File: src/rau_pkg.sv
package rau_pkg;

    localparam int WORD_BITS = 32;
    localparam int MAG_BITS  = 64;
    localparam int CNT_BITS  = 7;

    typedef enum logic [3:0] {
        OP_ADD = 4'd0,
        OP_SUB = 4'd1,
        OP_MUL = 4'd2,
        OP_DIV = 4'd3,
        OP_EQ  = 4'd4,
        OP_NE  = 4'd5,
        OP_GT  = 4'd6,
        OP_GE  = 4'd7,
        OP_LT  = 4'd8,
        OP_LE  = 4'd9
    } op_t;

    localparam logic [1:0] ST_OK       = 2'd0;
    localparam logic [1:0] ST_ZERO_DEN = 2'd1;
    localparam logic [1:0] ST_OVERFLOW = 2'd2;

    typedef struct packed {
        logic load;
        logic mult;
        logic combine;
        logic gcd_init;
        logic gcd_step;
        logic div_init;
        logic div_step;
        logic quo_load;
        logic finish;
    } cmd_t;

    typedef struct packed {
        logic early;
        logic gcd_done;
        logic div_done;
    } stat_t;

endpackage

File: src/rau_ctrl.sv
module rau_ctrl
(
    input  logic           clk,
    input  logic           rst_n,
    input  logic           s_axis_tvalid,
    output logic           s_axis_tready,
    output logic           m_axis_tvalid,
    input  logic           m_axis_tready,
    input  rau_pkg::stat_t stat,
    output rau_pkg::cmd_t  cmd
);
    import rau_pkg::*;

    typedef enum logic [9:0] {
        S_IDLE  = 10'b0000000001,
        S_CHECK = 10'b0000000010,
        S_MULT  = 10'b0000000100,
        S_COMB  = 10'b0000001000,
        S_GINIT = 10'b0000010000,
        S_GMOD  = 10'b0000100000,
        S_GSWAP = 10'b0001000000,
        S_QINIT = 10'b0010000000,
        S_QDIV  = 10'b0100000000,
        S_OUT   = 10'b1000000000
    } state_t;

    state_t state_reg, state_next;
    logic   phase_reg, phase_next;

    always_ff @(posedge clk or negedge rst_n)
    begin
        if (!rst_n)
        begin
            state_reg <= S_IDLE;
            phase_reg <= 1'b0;
        end
        else
        begin
            state_reg <= state_next;
            phase_reg <= phase_next;
        end
    end

    assign s_axis_tready = (state_reg == S_IDLE);
    assign m_axis_tvalid = (state_reg == S_OUT);

    always_comb
    begin
        state_next = state_reg;
        phase_next = phase_reg;
        cmd        = '0;
        unique case (state_reg)
            S_IDLE:
                if (s_axis_tvalid)
                begin
                    cmd.load   = 1'b1;
                    state_next = S_CHECK;
                end
            S_CHECK:
                state_next = stat.early ? S_OUT : S_MULT;
            S_MULT:
            begin
                cmd.mult   = 1'b1;
                state_next = S_COMB;
            end
            S_COMB:
            begin
                cmd.combine = 1'b1;
                state_next  = S_GINIT;
            end
            S_GINIT:
            begin
                cmd.gcd_init = 1'b1;
                cmd.div_init = 1'b1;
                phase_next   = 1'b0;
                state_next   = S_GMOD;
            end
            S_GMOD:
                if (stat.gcd_done)
                    state_next = S_QINIT;
                else
                begin
                    cmd.div_step = 1'b1;
                    if (stat.div_done)
                        state_next = S_GSWAP;
                end
            S_GSWAP:
            begin
                cmd.gcd_step = 1'b1;
                cmd.div_init = 1'b1;
                state_next   = S_GMOD;
            end
            S_QINIT:
            begin
                cmd.div_init = 1'b1;
                cmd.quo_load = 1'b1;
                state_next   = S_QDIV;
            end
            S_QDIV:
            begin
                cmd.div_step = 1'b1;
                if (stat.div_done)
                begin
                    cmd.finish = 1'b1;
                    if (phase_reg)
                        state_next = S_OUT;
                    else
                    begin
                        phase_next = 1'b1;
                        state_next = S_QINIT;
                    end
                end
            end
            S_OUT:
                if (m_axis_tready)
                    state_next = S_IDLE;
            default:
                state_next = S_IDLE;
        endcase
    end

endmodule

File: config.mk
export PLATFORM = sky130hd
export DESIGN_NAME = rau_ctrl
export DESIGN_NICKNAME = d
export VERILOG_FILES = /design/src/rau_pkg.sv /design/src/rau_ctrl.sv
export SDC_FILE = /design/constraint.sdc
export NUM_CORES = 1
export LEC_CHECK = 0
export BUFFER_PORTS_ARGS = -buffer_cell sky130_fd_sc_hd__buf_2
export CAP_MARGIN = 5
export CELL_PAD_IN_SITES_DETAIL_PLACEMENT = 1
export CELL_PAD_IN_SITES_GLOBAL_PLACEMENT = 1
export CORE_UTILIZATION = 38
export CTS_CLUSTER_SIZE = 10
export DETAILED_ROUTE_END_ITERATION = 10
export HOLD_SLACK_MARGIN = 0.1
export PLACE_DENSITY_LB_ADDON = 0.1
export SYNTH_ARGS = -nofsm -noshare
export SYNTH_HDL_FRONTEND = slang
export SYNTH_SLANG_ARGS = --single-unit
export TNS_END_PERCENT = 20
File: constraint.sdc
create_clock -name clk -period 2.5 [get_ports clk]
set_clock_uncertainty 0.05 [all_clocks]
set_input_delay 0.375 -clock clk [delete_from_list [all_inputs] [get_ports clk]]
set_output_delay 0.375 -clock clk [all_outputs]
set_load 0.1 [all_outputs]
==> metrics.md <==
| Metric | Value |
|---|---|
| Outcome | `finished clean` |
| Buffers and inverters on the worst path | `1` |
| Rel. slew slack | `0.678` |
| Slew Viols, Final | `0` |
| CTS buffer count | `3` |
| Final #Nets | `105` |
| Die Y | `45.4 um` |
| Cell Rows | `15` |
| Leakage power | `0.426 nW` |
| CP required | `2.08 ns` |
| Overflow after GRT | `0` |
| Unrepaired setup endpoints after global routing | `yes` |
| Core footprint | `1750 um^2` |
| Clock Path Buffers | `2` |
| Die width | `45.4 um` |
| Mapped Nets | `83` |
| Synth cell types | `34` |
| Worst vdd ir | `1270 uV` |
| Share of cells above drive strength 1 | `0.392` |
| Initial Util | `0.411` |
| CTS tree | `yes` |
| WHS | `0.241 ns` |
| Post-Route WL | `1750 um` |
| Yosys warning count | `0` |
| Number of fill cells in the layout | `202` |
| Largest register FFs | `10` |
| Largest net degree at the start of global routing | `12` |
| Yosys reg bits | `11` |
| First-pass GRT wire length | `2840 um` |
| Final min period | `2.41 ns` |
| Buffers added on ports | `17` |
| Slowest cell on the critical path | `dfrtp_1` |
| Fin crit share | `0.963` |
| Clk Latency, worst-skew pair | `0.27 ns` |
| GP Congestion | `0.842` |
| Seq/Total Area, Yosys | `0.386` |
| Vias | `661` |
| Area of the multi-input gates | `527 um^2` |
| Internal | `0.000425 W` |
| Worst-Margin Slew | `0.486 ns` |
| HP Class | `primary input to flop` |
| 1st-pass router iterations | `2` |
| Sw Ratio | `0.525` |
| Synth Instances | `76` |
| Top FF cell, synth | `dfrtp_1` |
| Post-CTS setup buffers | `0` |
| Area leader, netlist | `dfrtp_1` |
| Vias in the first global route | `615` |
| PwrDens | `861 nW/um^2` |
| Post-Syn Area | `717 um^2` |
| Clock sink count | `11` |
| Synthesis-to-layout area growth | `45.0%` |
| Family with the most delay on the worst path | `simple AND/OR/NAND/NOR gates` |
| HPWL Detailed | `1420 um` |
| Avg Synthesized Cell Area | `9.43 um^2` |
| FF-to-FF Start | `state_reg[4]` |
| Final setup violation count | `0` |
| Detailed Route Iter0 Violations | `7` |
| Clock transition at path regs | `0.07 ns` |
| Worst-path maximum fanout | `7` |
| Die area | `2060 um^2` |
| DRC | `0` |
| Antenna violations before repair | `0` |
| Commonest cells in the synthesized netlist | `10 x dfrtp_1, 8 x nor2_1, 7 x nor4b_1` |
| Most numerous cell in the Yosys netlist | `dfrtp_1` |
| PnR worst setup slack | `0.0937 ns` |
| I/O pin count | `18` |
| Critical Path AT | `1.98 ns` |
| N_diodes | `0` |
| WS Path Type | `flop to output pin` |
| NetSw | `0.000470 W` |
| Critical path cell sequence | `nor3_4 > nand3_1 > nor3_2 > buf_12` |
| Final hold vios | `0` |
| WHS Path Cells | `2` |
| Combinational group share of total power | `0.579` |
| DRT antenna net count | `0` |
| CP max stage delay | `0.51 ns` |
| Share of power burned in registers | `0.282` |
| H-tree levels | `1` |
| R2R setup slack | `0.51 ns` |
| R2R depth | `5` |
| Worst r2r dst | `state_reg[6]` |
| Hold EP | `state_reg[2]` |
| Routed vias/inst | `5.42` |
| Number of synthesized flops with an enable pin | `0` |
| Register area | `277 um^2` |
| Worst slack, placed | `0.303 ns` |
| Routed length per instance | `14.4 um` |
| Asr flop ratio synth | `1.00` |
| FMAX | `416 MHz` |
| Synth top area cells | `dfrtp_1 35%, nor4b_1 8.6%, nor2_1 4.2%` |
| Synth top area share | `0.349` |
| WP depth | `4` |
| Crit start category | `flop` |
| Setup crit end kind | `output pin` |
| Clock share of power | `0.139` |
| Hold Path Origin | `stat[2]` |
| Max-Cap Viols | `0` |
| Root Driver | `clkbuf_4` |
| Overall routing resource usage | `0.198` |
area by class of cell:
class	count	area share
inverter	5	0.0181
clock buffer	4	0.0253
timing repair buffer	19	0.154
tap	25	0.0301
multi-input combinational	58	0.507
sequential	11	0.266
how the worst max path moves through the flow:
stage	from	endpoint	slack, ns
2_1_floorplan	state_reg[6]	cmd[8]	-0.33
3_3_place_gp	state_reg[4]	cmd[7]	0.34
3_5_place_dp	state_reg[4]	cmd[8]	0.30
4_1_cts	state_reg[4]	cmd[8]	0.004
5_1_grt	state_reg[4]	cmd[0]	-0.02
6_report	state_reg[4]	cmd[0]	0.09
kinds of logic after synthesis:
logic type / after synthesis / synth area share
AOI/OAI and AO/OA: 15 / 0.169
and+or+nand+nor: 39 / 0.360
buffers and inverters: 7 / 0.0367
DFF: 11 / 0.386
xor gates and xnor gates: 4 / 0.0489
power groups by stage:
stage | combinational [W] | clock, W | sequential, W
final | 0.000518 | 0.000125 | 0.000252
after global routing | 0.000551 | 0.000133 | 0.000255
after CTS | 0.000515 | 0.000126 | 0.000250
after detailed placement | 0.000513 | 0 | 0.000251
after global placement | 0.000506 | 0 | 0.000250
after floorplan | 0.000427 | 0 | 0.000248
worst register-to-register path, cell delays in order (launching register included):
cell     delay (ns)
dfrtp_1        0.51
nor3_4         0.34
nand3_1        0.30
o32a_1         0.46
nand2_1        0.13
nor4b_2        0.06
through the flow:
stage	utilization	area (um^2)	power, W	std cells	setup TNS, ns
after global placement	0.564	985	0.000756	117	0
after CTS	0.585	1020	0.000890	122	0
final	0.596	1040	0.000895	122	0
after detailed placement	0.564	985	0.000764	117	0
after global routing	0.596	1040	0.000938	122	-0.0169
after floorplan	-	823	0.000675	76	-1.12
metal layers:
layer	share of wire	global-route usage	up-vias
li1	-	-	325
met2	0.47	0.300	16
met5	0	0	-
met3	0.033	0.0238	5
met1	0.48	0.273	315
met4	0.022	0.109	0
layout by cell type (no fill, tap or decap), types with 2 or more instances in the layout:
master | netlist | layout
nor4b_1 | 7 | 2
dfrtp_1 | 10 | 10
a22oi_1 | 2 | 2
nand2b_1 | 3 | 3
nor4b_4 | 0 | 5
and2_1 | 2 | 2
buf_12 | 0 | 3
nand3_1 | 2 | 2
nand2_1 | 5 | 4
xor2_1 | 2 | 2
xnor2_1 | 2 | 2
inv_1 | 5 | 5
a21oi_1 | 2 | 2
nor2_1 | 8 | 7
buf_2 | 0 | 9
clkbuf_4 | 0 | 8
nor3_4 | 1 | 2
repair_timing:
| item | CTS | global route |
|---|---|---|
| endpoints found under the setup margin | 0 | 6 |
| hold buffers | 1 | 0 |
| hold endpoints to repair | 10 | 0 |
| gates resized for setup | 0 | 6 |
(Power assumes the default switching activity.)
